### config.mk
export PLATFORM = sky130hd
export DESIGN_NAME = fmq_isqrt
export DESIGN_NICKNAME = d
export VERILOG_FILES = /design/src/rtl/core/assert_macros.svh /design/src/rtl/core/fmq_isqrt.sv
export SDC_FILE = /design/constraint.sdc
export NUM_CORES = 2
export LEC_CHECK = 0
export BUFFER_PORTS_ARGS = -buffer_cell sky130_fd_sc_hd__buf_4
export CAP_MARGIN = 20
export CORE_ASPECT_RATIO = 0.75
export CORE_MARGIN = 1
export CORE_UTILIZATION = 35
export CTS_CLUSTER_DIAMETER = 50
export CTS_CLUSTER_SIZE = 30
export DETAILED_ROUTE_END_ITERATION = 8
export PLACE_DENSITY = 0.6
export RECOVER_POWER = 50
export SLEW_MARGIN = 20
export SYNTH_ARGS = -nofsm -noshare
export SYNTH_HDL_FRONTEND = slang
export SYNTH_SLANG_ARGS = --single-unit
### constraint.sdc
create_clock -name i_clk -period 3.85 [get_ports i_clk]
set_clock_uncertainty 0.05 [all_clocks]
set_input_delay 0.77 -clock i_clk [delete_from_list [all_inputs] [get_ports i_clk]]
set_output_delay 0.77 -clock i_clk [all_outputs]
set_load 0.01 [all_outputs]
### src/rtl/core/assert_macros.svh
// Assertion macros shared by the fmq core.
`ifndef ASSERT_MACROS_SVH
`define ASSERT_MACROS_SVH
`ifndef SYNTHESIS
// clocked check, off while reset is held
`define FMQ_ASSERT(lbl, clk, rst_n, prop, msg) \
    lbl: assert property (@(posedge clk) disable iff (!rst_n) prop) else $error(msg);
// clocked check, also active during reset
`define FMQ_ASSERT_ALWAYS(lbl, clk, prop, msg) \
    lbl: assert property (@(posedge clk) prop) else $error(msg);
`else
`define FMQ_ASSERT(lbl, clk, rst_n, prop, msg)
`define FMQ_ASSERT_ALWAYS(lbl, clk, prop, msg)
`endif
`endif

### src/rtl/core/fmq_isqrt.sv
// Pipelined integer square root, one result bit per stage.
module fmq_isqrt #(
    parameter int X_W  = 49,
    parameter int SB_W = 34
) (
    input  logic                     i_clk,
    input  logic                     i_rst_n,
    input  logic                     i_en,
    input  logic                     i_v,
    input  logic [X_W-1:0]           i_x,
    input  logic [SB_W-1:0]          i_sb,
    output logic                     o_v,
    output logic [(X_W+1)/2-1:0]     o_root,
    output logic [SB_W-1:0]          o_sb
);
    localparam int R_W   = (X_W + 1) / 2;
    localparam int XP_W  = 2 * R_W;
    localparam int REM_W = R_W + 3;

    logic             r_v    [R_W];
    logic [XP_W-1:0]  r_x    [R_W];
    logic [REM_W-1:0] r_rem  [R_W];
    logic [R_W-1:0]   r_root [R_W];
    logic [SB_W-1:0]  r_sb   [R_W];

    for (genvar k = 0; k < R_W; k++) begin : g_step
        logic             p_v;
        logic [XP_W-1:0]  p_x;
        logic [REM_W-1:0] p_rem;
        logic [R_W-1:0]   p_root;
        logic [SB_W-1:0]  p_sb;
        logic [REM_W-1:0] w_r;
        logic [REM_W-1:0] w_trial;
        logic             w_ge;

        if (k == 0) begin : g_first
            assign p_v    = i_v;
            assign p_x    = XP_W'(i_x);
            assign p_rem  = '0;
            assign p_root = '0;
            assign p_sb   = i_sb;
        end else begin : g_next
            assign p_v    = r_v[k-1];
            assign p_x    = r_x[k-1];
            assign p_rem  = r_rem[k-1];
            assign p_root = r_root[k-1];
            assign p_sb   = r_sb[k-1];
        end

        always_comb begin
            w_r     = {p_rem[REM_W-3:0], p_x[XP_W-1 -: 2]};
            w_trial = REM_W'({p_root, 2'b01});
            w_ge    = (w_r >= w_trial);
        end

        always_ff @(posedge i_clk) begin
            if (!i_rst_n) begin
                r_v[k] <= 1'b0;
            end else if (i_en) begin
                r_v[k] <= p_v;
            end
        end

        always_ff @(posedge i_clk) begin
            if (i_en) begin
                r_x[k]    <= {p_x[XP_W-3:0], 2'b00};
                r_rem[k]  <= w_ge ? (w_r - w_trial) : w_r;
                r_root[k] <= {p_root[R_W-2:0], w_ge};
                r_sb[k]   <= p_sb;
            end
        end
    end

    assign o_v    = r_v[R_W-1];
    assign o_root = r_root[R_W-1];
    assign o_sb   = r_sb[R_W-1];
endmodule

# Word-level counts from Yosys, hierarchy flattened
# Memory sizes are Yosys's and may differ from the RTL's.
# Cells that the tools add are included.
[word_totals]
register_bits = 0
mem_bits_rw = 3400
elab_cells = 135
memories = 5
[mem_list]
columns = ["memory", "depth", "word_bits", "read_ports", "rd_clocked_by_memory_dff", "write_ports", "line_no", "source"]
rows = [
  ["r_x", 25, 48, 24, 0, 25, "fmq_isqrt.sv:21", "logic [XP_W-1:0] r_x [R_W];"],
  ["r_sb", 25, 34, 25, 0, 25, "fmq_isqrt.sv:24", "logic [SB_W-1:0] r_sb [R_W];"],
  ["r_rem", 25, 28, 24, 0, 25, "fmq_isqrt.sv:22", "logic [REM_W-1:0] r_rem [R_W];"],
  ["r_root", 25, 25, 25, 0, 25, "fmq_isqrt.sv:23", "logic [R_W-1:0] r_root [R_W];"],
  ["r_v", 25, 1, 25, 0, 25, "fmq_isqrt.sv:20", "logic r_v [R_W];"],
]
[op_classes]
add_sub_neg = 25
magnitude_cmp = 25
n_mux = 55
bitwise_logic = 25
[op_table]
columns = ["op", "count"]
rows = [
  ["2-to-1 mux 28 bit", 25],
  ["greater-or-equal comparator 28 x 27 -> 1 bit", 24],
  ["subtractor 28 x 27 -> 28 bit", 24],
  ["2-to-1 mux 1 bit", 30],
  ["bitwise OR 1 bit", 25],
  ["subtractor 1 x 1 -> 2 bit, second input constant", 1],
  ["greater-or-equal comparator 1 bit, second input constant", 1],
]

# Logic depth before layout (Yosys ltp)
[depth]
word_depth = 4
depth_mapped = 13
ltp_nobuf = 12

# Worst setup path after synthesis
# Ideal clock, no wire load.
[synth_timing]
path_type = "reg2reg"
from = "memory r_rem[2][169] in the netlist's numbering"
to = "memory r_rem[2][207] in the netlist's numbering (data pin)"
setup_time_ns = 0.260
t_arrival_ns = 2.943
required_ns = 3.540
slack_ns = 0.597
path_stages_with_launch = 11
n_path_buf = 1
period_less_slack_ns = 3.253
cell_sequence = "edfxtp_1 -> ha_1 -> o211ai_1 -> a21o_1 -> a211oi_1 -> o31ai_1 -> a2111oi_0 -> o21bai_1 -> a21oi_1 -> buf_2 -> mux2_2"
[synth_lines]
columns = ["item", "line_no"]
rows = [
  ["start: declaration", "fmq_isqrt.sv:22"],
]

==> metrics.cfg <==
[clock_tree]
clk_pin_slew_ns=0.09
clockRootBuffer=clkbuf_16
clk_latency_ns=0.88
cts_tree=built
htree_levels=4
clock-sinks=2384
postCtsSetupBuffers=0
clock_path_buffers=4
numCtsBuffers=211

[route]
drtIter0Drc=3508
viasPerCell=4.748
dr.pass1.iters=6
vias=49570
antenna_left=0
wl_um=166200
routedWlPerCell_um=15.92
drc=0

[placement]
dp_hpwl_um=111900
placed_cell_area_um2=102500
routabilityCongestion=0.8688
port_buffers=146

[synth]
ys_ff_latch=2384
synth.distinct_cells=86
syn_area_per_cell_um2=15.48
synth_seq_area_share_pct=74.53
synthFlopType=edfxtp_1
async_flop_share_pct=0
yosysWarnings=0
synth_edf_count=2383
syn-num-nets=6640
syn_inst=6203
synthesis.area_um2=96040

[setup_path]
reg2reg_from=r_root[5][6]
cp_max_fo=6
r2r_setup_slack_ns=0.29
start_kind=register
worstReg2RegEnd=r_rem[2][165]
required_ns=4.38
end_kind=register
critPathKind=reg2reg
endpoint=r_rem[2][165]
startpoint=r_root[5][6]
worst-r2r-cell-count=11
cp.arrival_ns=4.10

[timing]
fin_crit_ns=3.564
tightest_slew_ns=2.931
slew_headroom_pct=-95.39
finalCritPeriodShare_pct=92.56
grt_setup_unrepaired=false
max_freq_ghz=0.2806
hold_ws_ns=0.1261
hold_viol_final=0
tns_ns=0
finalSetupViolations=0
drv_slew=62

[min_path]
hold_path_class=in2reg
hold_start=i_sb[18]

[status]
failed_checks=capacitance limit, slew limit
outcome=finished, violations left

[layout]
nNetsFinal=7092
final_area_um2=111000
fillers=24670
drive_above_1_share_pct=10.68
final_core_util_pct=40.68
syn2layout_area_growth_pct=15.59

[pwr]
ir_worst_vdd_v=0.0003750
power_density_nw_per_um2=580.4
power_leakage_nw=40.78

[global_routing]
grt_pass1_wl_um=267500
antenna_found_initial=1
grt_overflow=0
grt.total_usage_pct=11.91
grt_pass1_vias=49040
grt_max_degree=157

[floorplan]
rows=166
die_area_um2=276500
start_util_pct=35.19
die_w_um=606.9
core_um2=272900
die_h_um=455.7
io_pins=147

[flow_run]
maxCapViolCount=1

## cells by family (layout without fill, tap and decap cells)
logic type	after synthesis	in the layout	share of synthesized area [%]
flip-flops	2384	2384	74.53
AO/OA/AOI/OAI	1020	1020	6.695
adder cells (fa/ha/maj)	350	350	4.560
AND/OR/NAND/NOR	1373	1373	7.100
buffers and inverters	547	1169	2.150
other	1	3	0.003905
multiplexers	60	60	0.6957
XOR/XNOR	468	468	4.268
## synthesized netlist by cell type, types with 86 or more instances
library cell | count | area (um2)
edfxtp_1 | 2383 | 71560
nand3_1 | 86 | 430.4
nor2_1 | 325 | 1220
ha_1 | 350 | 4379
a21o_1 | 126 | 945.9
xnor2_1 | 248 | 2172
nand2_1 | 357 | 1340
nor3_1 | 132 | 660.6
inv_1 | 455 | 1708
o21ai_0 | 251 | 1256
xor2_1 | 220 | 1927
a21oi_1 | 300 | 1501
## layer usage
metal	track usage [%]	part of all wire [%]	vias to the layer above
met5	0	0	-
met4	3.159	2.2	0
met3	2.119	4.3	267
met2	18.02	44	862
met1	17.59	49	24180
li1	-	-	24260
## cell type report
class	count	area (um2)	area share, %
well taps	3612	4519	4.071
clock inverters	166	2409	2.170
repair buffers	330	2948	2.655
inverters	456	1712	1.542
clock buffers	217	5366	4.834
diodes	2	5.005	0.004508
flip-flops and latches	2384	71580	64.48
multi-input cells	3272	22480	20.25
## worst max-delay path, stage by stage (launching register included)
cell	delay [ns]
edfxtp_1	0.51
inv_1	0.08
ha_1	0.40
nand4_1	0.18
a221oi_1	0.49
a2111oi_0	0.17
buf_4	0.19
nor4_1	0.50
o21a_1	0.21
o22a_1	0.17
nor3_1	0.05
mux2_2	0.27
## layout by cell type (no fill, tap or decap), types with 30 or more instances in the layout
cell           count
a21o_1           126
a21oi_1          297
and3_1            49
buf_4            134
clkbuf_16        214
clkbuf_4          74
clkinv_8          30
dlygate4sd3_1     77
edfxtp_1        2383
ha_1             350
inv_1            455
mux2_2            54
nand2_1          357
nand2b_1          67
nand3_1           86
nand4_1           42
nor2_1           325
nor2b_1           53
nor3_1           132
nor4_1            80
o21a_1            69
o21ai_0          251
o31ai_1           43
or3_1             45
xnor2_1          248
xor2_1           220
## state kept, by name, summed over array words and instances, names as in the netlist
name,flops
r_rem,584
r_root,325
r_sb,850
r_v,25
r_x,600
## worst min path at each step
stage	slack [ns]	depth (start not counted)	end
final	0.13	1	r_sb[0][18]
after detailed placement	0.35	0	r_sb[0][108]
after global routing	0.06	1	r_sb[0][18]
after floorplan	0.35	0	r_sb[0][100]
after CTS	0.0005	1	r_x[0][32]
after global placement	0.35	0	r_sb[1][254]
## power by group
group,internal [W],switching [W]
logic,0.00363,0.00479
clock network,0.0117,0.0112
registers,0.0317,0.00139
## stage by stage
stage / setup WS (ns) / std cells / total power, W
finish: 0.2864 / 10440 / 0.06443
global route: 0.03589 / 10440 / 0.06756
CTS: 0.3005 / 10440 / 0.06543
detailed placement: 0.3007 / 9977 / 0.04199
global placement: 0.3101 / 9977 / 0.04184
floorplan: 0.5968 / 6203 / 0.03891
## timing repair
action / CTS / global route
setup endpoints to repair: 0 / 1
hold buffers: 77 / 0
gates resized for setup: 0 / 1
endpoints found under the hold margin: 77 / 0
No activity file was read; power rests on OpenSTA's default activity.
