$ cat config.mk
export PLATFORM = sky130hd
export DESIGN_NAME = fmq_divu
export DESIGN_NICKNAME = d
export VERILOG_FILES = /design/src/rtl/core/assert_macros.svh /design/src/rtl/core/fmq_divu.sv
export SDC_FILE = /design/constraint.sdc
export NUM_CORES = 2
export LEC_CHECK = 0
export BUFFER_PORTS_ARGS = -buffer_cell sky130_fd_sc_hd__buf_2
export CAP_MARGIN = 30
export CORE_MARGIN = 2
export CORE_UTILIZATION = 55
export CTS_BUF_LIST = sky130_fd_sc_hd__clkbuf_16
export DETAILED_ROUTE_END_ITERATION = 7
export GPL_TIMING_DRIVEN = 0
export PLACE_DENSITY = 0.69
export SKIP_LAST_GASP = 1
export SYNTH_ARGS = -nofsm -noshare
export SYNTH_HDL_FRONTEND = slang
export SYNTH_SLANG_ARGS = --single-unit
$ cat constraint.sdc
create_clock -name i_clk -period 9.4 [get_ports i_clk]
set_input_delay 0 -clock i_clk [delete_from_list [all_inputs] [get_ports i_clk]]
set_output_delay 0 -clock i_clk [all_outputs]
set_load 0.005 [all_outputs]
$ cat src/rtl/core/assert_macros.svh
// Assertion macros shared by the fmq core.
`ifndef ASSERT_MACROS_SVH
`define ASSERT_MACROS_SVH
`ifndef SYNTHESIS
// clocked check, off while reset is held
`define FMQ_ASSERT(lbl, clk, rst_n, prop, msg) \
    lbl: assert property (@(posedge clk) disable iff (!rst_n) prop) else $error(msg);
// clocked check, also active during reset
`define FMQ_ASSERT_ALWAYS(lbl, clk, prop, msg) \
    lbl: assert property (@(posedge clk) prop) else $error(msg);
`else
`define FMQ_ASSERT(lbl, clk, rst_n, prop, msg)
`define FMQ_ASSERT_ALWAYS(lbl, clk, prop, msg)
`endif
`endif

$ cat src/rtl/core/fmq_divu.sv
// Pipelined restoring unsigned divider, one quotient bit per stage.
module fmq_divu #(
    parameter int N_W  = 40,
    parameter int D_W  = 24,
    parameter int Q_W  = 16,
    parameter int SB_W = 8
) (
    input  logic            i_clk,
    input  logic            i_rst_n,
    input  logic            i_en,
    input  logic            i_v,
    input  logic [N_W-1:0]  i_n,
    input  logic [D_W-1:0]  i_d,
    input  logic [SB_W-1:0] i_sb,
    output logic            o_v,
    output logic [Q_W-1:0]  o_q,
    output logic [SB_W-1:0] o_sb
);
    localparam int X_W = N_W + D_W;

    logic            r_v   [Q_W];
    logic [N_W-1:0]  r_rem [Q_W];
    logic [D_W-1:0]  r_d   [Q_W];
    logic [Q_W-1:0]  r_q   [Q_W];
    logic [SB_W-1:0] r_sb  [Q_W];

    for (genvar k = 0; k < Q_W; k++) begin : g_step
        localparam int BIT = Q_W - 1 - k;
        logic            p_v;
        logic [N_W-1:0]  p_rem;
        logic [D_W-1:0]  p_d;
        logic [Q_W-1:0]  p_q;
        logic [SB_W-1:0] p_sb;
        logic [X_W-1:0]  w_nx;
        logic [X_W-1:0]  w_dx;
        logic            w_ge;
        logic [Q_W-1:0]  w_q;

        if (k == 0) begin : g_first
            assign p_v   = i_v;
            assign p_rem = i_n;
            assign p_d   = i_d;
            assign p_q   = '0;
            assign p_sb  = i_sb;
        end else begin : g_next
            assign p_v   = r_v[k-1];
            assign p_rem = r_rem[k-1];
            assign p_d   = r_d[k-1];
            assign p_q   = r_q[k-1];
            assign p_sb  = r_sb[k-1];
        end

        always_comb begin
            w_nx     = X_W'(p_rem);
            w_dx     = X_W'(p_d) << BIT;
            w_ge     = (w_nx >= w_dx);
            w_q      = p_q;
            w_q[BIT] = w_ge;
        end

        always_ff @(posedge i_clk) begin
            if (!i_rst_n) begin
                r_v[k] <= 1'b0;
            end else if (i_en) begin
                r_v[k] <= p_v;
            end
        end

        always_ff @(posedge i_clk) begin
            if (i_en) begin
                r_rem[k] <= w_ge ? N_W'(w_nx - w_dx) : p_rem;
                r_d[k]   <= p_d;
                r_q[k]   <= w_q;
                r_sb[k]  <= p_sb;
            end
        end
    end

    assign o_v  = r_v[Q_W-1];
    assign o_q  = r_q[Q_W-1];
    assign o_sb = r_sb[Q_W-1];
endmodule

---- Yosys cells after proc, flatten, opt, wreduce, memory -nomap -nowiden ----
Memories as Yosys holds them, arrays and structs flattened.
Index checks and enable logic that the tools add are counted.
storage, ports and cells
  ROM bits ................................ 0
  logic and storage cells ................. 90
  bits of input ports ..................... 76
  bits in latches ......................... 0
  bits in registers ....................... 0
  memories ................................ 5
  RAM bits ................................ 1424
cells by class
  reductions and logical operators ........ 0
  multiply operators ...................... 0
  bitwise logic cells ..................... 16
  $add $sub $neg .......................... 16
  eq/ne operators ......................... 0
  mux-type cells .......................... 37
  order comparisons ....................... 16
  div/mod/pow operators ................... 0
  shift operators ......................... 0
memories
  name   words  width  rd ports  clocked after Yosys merged registers in  write ports  RTL line        source
  r_rem  16     40     15        0                                        16           fmq_divu.sv:22  logic [N_W-1:0] r_rem [Q_W];
  r_d    16     24     15        0                                        16           fmq_divu.sv:23  logic [D_W-1:0] r_d [Q_W];
  r_q    16     16     16        0                                        16           fmq_divu.sv:24  logic [Q_W-1:0] r_q [Q_W];
  r_sb   16     8      16        0                                        16           fmq_divu.sv:25  logic [SB_W-1:0] r_sb [Q_W];
  r_v    16     1      16        0                                        16           fmq_divu.sv:21  logic r_v [Q_W];
operator list
  cell              number
  $mux W40          16
  $ge A40 B24 Y1    1
  $ge A40 B25 Y1    1
  $ge A40 B26 Y1    1
  $ge A40 B27 Y1    1
  $ge A40 B28 Y1    1
  $ge A40 B29 Y1    1
  $ge A40 B30 Y1    1
  $ge A40 B31 Y1    1
  $ge A40 B32 Y1    1
  $ge A40 B33 Y1    1
  $ge A40 B34 Y1    1
  $ge A40 B35 Y1    1
  $ge A40 B36 Y1    1
  $ge A40 B37 Y1    1
  $ge A40 B38 Y1    1
  $ge A40 B39 Y1    1
  $sub A40 B24 Y40  1
  $sub A40 B25 Y40  1
  $sub A40 B26 Y40  1
  $sub A40 B27 Y40  1
  $sub A40 B28 Y40  1
  $sub A40 B29 Y40  1
  $sub A40 B30 Y40  1
  other kinds (11)  46

---- Longest topological paths before layout ----
  word-level depth ........................ 4
  mapped depth ............................ 15
  mapped depth without buffers ............ 14

---- Least setup slack after synthesis ----
OpenSTA, ideal clock, no wires.
  path kind ............................... flip-flop to flip-flop
  start point ............................. memory r_rem[8][6]
  end point ............................... memory r_rem[9][10] (data pin)
  cell stages (with the launch flop) ...... 14
  clock period less this slack ............ 3.407 ns
  setup slack ............................. 5.993 ns
  library setup time ...................... 0.260 ns
  arrival time ............................ 3.147 ns
  path through ............................ edfxtp_1 inv_1 ha_1 inv_1 fa_1 a41o_1 a221oi_2 nor2b_1 a21oi_1 a21oi_1 or4_1 clkbuf_1 clkbuf_1 mux2_2
RTL lines
  element      RTL line
  from (decl)  fmq_divu.sv:22

==> impl_metrics.py <==
metrics = {
    "cts": {
        "insertion_delay_ps": 750,
        "htreeDepth": 4,
        "ctsResizeCount": 0,
        "cts_setup_buffers": 0,
        "max-clock-path-buffers": 3,
        "cts_sinks": 1240,
        "root_buffer": "clkbuf_16",
        "clk_pin_slew_ps": 60,
        "cts_tree": "built",
        "tritoncts.num_buffers": 137,
    },
    "drt": {
        "drc": 0,
        "drt-total-wl_um": 135000,
        "drt-vias-per-instance": 5.63,
        "wl_per_cell_um": 18.5,
        "dr_total_vias": 41100,
        "first_iter_violations": 1876,
        "ant_nets": 0,
        "dr.pass1.iters": 5,
    },
    "yosys": {
        "yosysWarnings": 0,
        "synth_cell_type_count": 97,
        "netlist_instances": 5289,
        "postSynthAreaPerCell_um2": 12.0,
        "synth-edff-count": 1239,
        "syn_nets": 5764,
        "synth_top_cell_by_area": "edfxtp_1",
        "async_flop_share_pct": 0,
        "yosys.area.top_type_share_pct": 58.8,
        "syn_area_um2": 63300,
        "ys.flop_type": "edfxtp_1",
        "synth.area.top_cells": "edfxtp_1 59%, ha_1 7.6%, a21oi_1 3.6%",
        "ys_ff_latch": 1240,
        "seq_area_frac_synth_pct": 58.8,
    },
    "pwr": {
        "power_density_nw_per_um2": 294,
        "ir_drop_mv": 0.202,
        "p_leak_nw": 28.2,
        "power_mw": 21.2,
    },
    "finish": {
        "fillers": 8698,
        "drive_above_1_share_pct": 8.00,
        "area_growth_pct": 13.6,
        "design_area_um2": 71900,
        "finalNetCount": 6149,
        "finalCoreUtilization_pct": 63.0,
        "instances_no_fill": 7301,
    },
    "outcome": {
        "outcome": "finished clean",
    },
    "global_route": {
        "grt_pass1_vias": 43000,
        "grt_pass1_wl_um": 213000,
        "antenna_found_initial": 1,
        "grt_overflow_total": 0,
        "gr-usage-all-layers_pct": 23.1,
        "grt_max_degree": 182,
    },
    "timing": {
        "worst_pin_slew_ps": 1060,
        "fmax_ghz": 0.195,
        "setup-violations-final": 0,
        "hold_viol": 0,
        "min_period_over_period_pct": 54.7,
        "rsz0062_at_grt": "no",
        "slew_violations": 0,
        "fin_ws_ps": 4260,
        "fin_crit_ps": 5140,
        "fin_tns_setup_ps": 0,
        "max_slew_margin_pct": 28.6,
        "clock_skew_ps": 27.2,
        "holdWs_ps": 146,
    },
    "setup_path": {
        "critical-path-slowest-cell": "o21ai_1",
        "crit_family": "buffers and inverters",
        "endpoint_kind": "flop",
        "cpPeakStageDelay_ps": 720,
        "critPathRequiredTime_ps": 9830,
        "cp_max_fo": 10,
        "start_kind": "flop",
        "worst_ep_arrival_time_ps": 5570,
        "crit_chain": "inv_1 -> ha_1 -> clkbuf_1 -> nand4_1 -> nor2_1 -> inv_1 -> o221ai_1 -> a31oi_1 -> a21oi_1 -> a21oi_1 -> o21ai_1 -> clkbuf_1 -> clkbuf_1 -> a21oi_1",
        "critPathBufInv": 5,
        "crit_type": "flop to flop",
        "rrSetupSlack_ps": 4260,
    },
    "die": {
        "die-area_um2": 118000,
        "die_h_um": 343,
        "die_w_um": 343,
        "start_util_pct": 55.5,
        "rows": 124,
        "core-area_um2": 114000,
        "pin_count": 101,
    },
    "place": {
        "place.port_buffers": 100,
        "hpwl_um": 102000,
        "place_ws_ps": 4180,
        "placed_area_um2": 66000,
        "dp.cells": 6919,
        "gp_congestion": 0.943,
    },
    "hold_path": {
        "min-delay-path-class": "input port to flop",
    },
    "job": {
        "max_cap_viol_count": 0,
    },
}
==> state kept, by name (all words and copies together) (netlist names) <==
name   count
r_sb     128
r_rem    600
r_v       16
r_d      360
r_q      136
==> cells in the mapped netlist, types with 77 or more instances <==
library cell  instances
a21o_1              157
a21oi_1             454
clkbuf_1             81
edfxtp_1           1239
ha_1                384
inv_1               476
mux2_2               77
nand2_1             372
nand3_1              85
nor2_1              329
nor3_1               78
o21ai_0             315
xnor2_1             254
xor2_1              167
==> path summary, 6_finish.rpt <==
| path | start | endpoint | cells past startpoint |
|---|---|---|---|
| setup / recovery | r_d[0][112]$_DFFE_PP_ | r_rem[5][31]$_DFFE_PP_ | 14 |
| hold / removal | i_n[28] | r_rem[0][28]$_DFFE_PP_ | 4 |
| setup reg to reg | r_d[0][112]$_DFFE_PP_ | r_rem[5][31]$_DFFE_PP_ | 14 |
| hold reg to reg | r_q[1][25]$_DFFE_PP_ | r_q[1][41]$_DFFE_PP_ | 0 |
==> metal layers <==
metal	wire (um)	vias to the layer above	part of all wire (%)	global-route usage, %
li1	-	20300	-	-
met1	43800	19400	32	19.9
met2	77100	925	57	47.2
met3	3560	497	2.6	2.90
met4	10700	0	7.9	17.6
met5	0	-	0	0
==> worst reg2reg max path, delay by kind of cell, from the launching register on <==
kind,cells,cell delay [ps]
buffers and inverters,5,1790
AOI/OAI and AO/OA,6,1740
and+or+nand+nor,2,600
DFF,1,440
adders and majority gates,1,260
==> what timing repair did <==
action | 4_1_cts | 5_1_grt
endpoints found under the hold margin | 156 | 0
hold buffers | 128 | 0
setup endpoints to repair | 0 | 0
==> power breakdown <==
group / switching [mW] / total [mW] / internal (mW)
combinational: 4.20 / 7.42 / 3.22
clock: 2.17 / 5.43 / 3.26
sequential: 0.642 / 8.33 / 7.69
==> layout by cell type, fill, tap and decap left out, types with 77 or more instances in the layout <==
master / count
xor2_1: 167
clkbuf_16: 139
buf_2: 120
ha_1: 384
a21oi_1: 454
inv_1: 497
o21ai_0: 315
edfxtp_1: 1239
dlygate4sd3_1: 128
xnor2_1: 254
a21o_1: 157
nor2_1: 329
clkbuf_1: 81
mux2_2: 77
nand2_1: 372
nand3_1: 85
nor3_1: 78
==> kinds of logic after synthesis <==
kind of cell | synth area share (%)
mux | 1.47
fa+ha+maj | 8.06
flops | 58.8
compound gates | 12.4
xor+xnor | 5.82
simple gates | 9.95
buf+inv | 3.50
==> final cells by class <==
cell class | instances | area, um2 | share of cell area, %
Sequential cell | 1240 | 37200 | 51.7
Antenna cell | 1 | 2.50 | 0.00348
Buffer | 105 | 422 | 0.586
Timing Repair Buffer | 246 | 2080 | 2.89
Inverter | 478 | 1790 | 2.49
Clock buffer | 139 | 3480 | 4.84
Tap cell | 1512 | 1890 | 2.63
Clock inverter | 114 | 1160 | 1.61
Multi-Input combinational cell | 3466 | 23900 | 33.2
(Power assumes the default switching activity.)
